<file path="config.mk">
export PLATFORM = sky130hd
export DESIGN_NAME = nfpa_ram
export DESIGN_NICKNAME = d
export VERILOG_FILES = /design/src/nfpa_ram.sv
export SDC_FILE = /design/constraint.sdc
export NUM_CORES = 1
export LEC_CHECK = 0
export ABC_AREA = 1
export BUFFER_PORTS_ARGS = -buffer_cell sky130_fd_sc_hd__buf_2
export CAP_MARGIN = 15
export CORE_AREA = 2 2 134 104
export CTS_BUF_LIST = sky130_fd_sc_hd__clkbuf_4 sky130_fd_sc_hd__clkbuf_8
export DETAILED_ROUTE_END_ITERATION = 12
export DIE_AREA = 0 0 136 106
export GPL_TIMING_DRIVEN = 0
export MAX_ROUTING_LAYER = met4
export PLACE_DENSITY_LB_ADDON = 0.1
export SYNTH_ARGS = -nofsm -noshare
export SYNTH_HDL_FRONTEND = slang
export SYNTH_SLANG_ARGS = --single-unit
</file>
<file path="constraint.sdc">
create_clock -name clk -period 1.93 [get_ports clk]
set_clock_uncertainty 0.1 [all_clocks]
set_input_delay 0.386 -clock clk [delete_from_list [all_inputs] [get_ports clk]]
set_output_delay 0.386 -clock clk [all_outputs]
set_load 0.02 [all_outputs]
</file>
<file path="src/nfpa_ram.sv">
`timescale 1ns / 1ps
module nfpa_ram #(
  parameter int unsigned WIDTH = 8,
  parameter int unsigned DEPTH = 16,
  localparam int unsigned AW = (DEPTH > 1) ? $clog2(DEPTH) : 1
) (
  input  logic             clk,
  input  logic             we,
  input  logic [AW-1:0]    waddr,
  input  logic [WIDTH-1:0] wdata,
  input  logic [AW-1:0]    raddr,
  output logic [WIDTH-1:0] rdata
);
  logic [WIDTH-1:0] mem [DEPTH];

  always_ff @(posedge clk) begin
    if (we) begin
      mem[waddr] <= wdata;
    end
    rdata <= mem[raddr];
  end
endmodule

</file>
==> out/metrics.cfg <==
[layout]
fillers = 1228
diodes = 0
final_cell_area_mm2 = 0.00650
areaGrowthSynthToFinish_pct = 12.7
post_layout_nonfiller_instances = 780
nets = 610
drive_above_1_share_pct = 12.9

[setup_path]
crit_fanout = 8
path_class = input pin to flop
cp-end-kind = flop
start_kind = input pin
worstPathArrival_ns = 1.60
required_ns = 1.89

[pwr]
ir_drop_v = 0.000515
power_mw = 6.19
cellPowerDensity_mw_per_mm2 = 952
p_leak_nw = 2.81

[job]
maxCapViolations = 0

[clock_tree]
tritoncts = yes
cts_resized = 0
clkTransAtPathRegs_ns = 0.08
cts_root_buffer = clkbuf_8
clock_latency_ns = 0.45
ctsHoldBuffers = 0
clock_sinks = 136
cts_max_level = 4
post-cts-setup-buffers = 0
cts_buffer_depth = 2
cts_buffers = 17

[sta]
finalHoldViolCount = 0
min_period_ns = 1.63
final-max-slew-violation-count = 0
slew_headroom_pct = 32.9
fin_ws_ns = 0.296
setup_viol = 0
tightest_slew_ns = 1.00
rsz0062_at_grt = false
fin_crit_sh_pct = 84.7
clock.fmax_mhz = 612

[placement]
routabilityCongestion = 0.836
placed_cells = 748
placed_cell_area_mm2 = 0.00610
dp_slack_ns = -0.204
io_buffers = 22
dp_hpwl_mm = 9.40

[floorplan]
rows = 37
die-area_mm2 = 0.0144
core_region_area_mm2 = 0.0132
die-height_um = 106
die_x_um = 136
num_io_pins = 26
start_util_pct = 43.6

[synth]
synth_seq_area_share_pct = 69.4
ys_warn_count = 0
avgSynthCellArea_um2 = 10.5
synth_cell_types = 12
synth_cells = 551
synth_fp_nets = 569
ys_ff_latch = 136
syn_area_mm2 = 0.00577

[global_routing]
grt_pass1_wl_mm = 21.8
grt_pass1_vias = 3551
use_met2_pct = 30.5
grt_usage_pct = 22.3
overflow = 0
grt_util_met1_pct = 33.3
antenna_found_initial = 0
grt_max_degree = 17
busiest_layer = met1
grt_use_met3_pct = 3.86

[route]
via_per_inst = 4.94
drtIter0Drc = 393
routed_wl_mm = 14.7
drcViolationCount = 0
dr.pass1.iters = 6
ant_nets = 0
vias = 3854
wire_per_inst_um = 18.8

[worst_hold_path]
hp-class = input pin to flop

[run_status]
status = complete, no violations

==> synth_stat cells <==
library cell | n | area (um^2)
buf_1 | 1 | 3.75
buf_2 | 13 | 65.1
buf_4 | 4 | 30.0
buf_6 | 6 | 67.6
dfxtp_1 | 8 | 160
edfxtp_1 | 128 | 3840
inv_1 | 100 | 375
inv_2 | 2 | 7.51
nand2_1 | 173 | 649
nand3_1 | 97 | 485
nand3b_1 | 2 | 15.0
nor2_1 | 17 | 63.8
==> registers in the layout (all words and copies together), names as in the netlist <==
| name | flops |
|---|---|
| mem | 128 |
| rdata | 8 |
==> through the flow <==
step | util (%) | hold slack, ns | setup TNS, ns
floorplan | - | 0.385 | 0
global placement | 46.0 | 0.581 | -2.67
detailed placement | 46.0 | 0.570 | -4.07
CTS | 49.1 | 0.243 | 0
global route | 49.1 | 0.251 | 0
finish | 49.1 | 0.249 | 0
==> cell families after synthesis <==
group	Yosys count	share of synthesized area, %
buffers and inverters	126	9.52
DFF	136	69.4
and+or+nand+nor	289	21.0
==> final cells by class <==
| class | count | area, um^2 | area share [%] |
|---|---|---|---|
| clock inverter | 13 | 154 | 2.37 |
| tap | 175 | 219 | 3.37 |
| inverter | 102 | 383 | 5.89 |
| multi-input combinational | 289 | 1210 | 18.7 |
| clock buffer | 19 | 249 | 3.83 |
| buffer | 24 | 166 | 2.56 |
| sequential | 136 | 4000 | 61.6 |
| timing repair buffer | 22 | 110 | 1.69 |
==> placed cells by master (no fill, tap or decap) <==
cell type and n:
clkbuf_4 2, buf_2 35, clkinvlp_4 3, clkbuf_8 17
nand3b_1 2, edfxtp_1 128, buf_1 1, inv_6 1
bufinv_16 3, nand2_1 173, inv_2 2, nor2_1 17
clkinv_1 1, clkinv_2 4, buf_6 6, nand3_1 97
dfxtp_1 8, clkinv_4 1, buf_4 4, inv_1 100
==> per-layer routing <==
layer / wire (um) / up-vias
met5: 0 / -
met4: 241 / 0
met3: 1020 / 19
met2: 6230 / 158
met1: 7170 / 1822
li1: - / 1855
==> where the power goes <==
| group | switching (mW) | internal [mW] | total (mW) | leakage, nW |
|---|---|---|---|---|
| clock network | 1.11 | 1.30 | 2.41 | 0.200 |
| registers | 0.0159 | 3.30 | 3.31 | 1.22 |
| logic | 0.336 | 0.127 | 0.463 | 1.39 |
==> critical path, stage by stage <==
cell and delay [ns]:
buf_2 0.12, nand3b_1 0.27, nor2_1 0.82
==> path summary, 6_finish.rpt <==
kind | from | endpoint | slack, ns | cells after the start
hold reg to reg | mem[6][2]$_DFFE_PP_ | rdata[2]$_DFF_P_ | 0.58 | 6
setup / recovery | waddr[3] | mem[4][7]$_DFFE_PP_ | 0.30 | 3
setup reg to reg | mem[10][5]$_DFFE_PP_ | rdata[5]$_DFF_P_ | 0.74 | 6
hold / removal | wdata[2] | mem[2][2]$_DFFE_PP_ | 0.25 | 1
No activity file was read; power rests on OpenSTA's default activity.
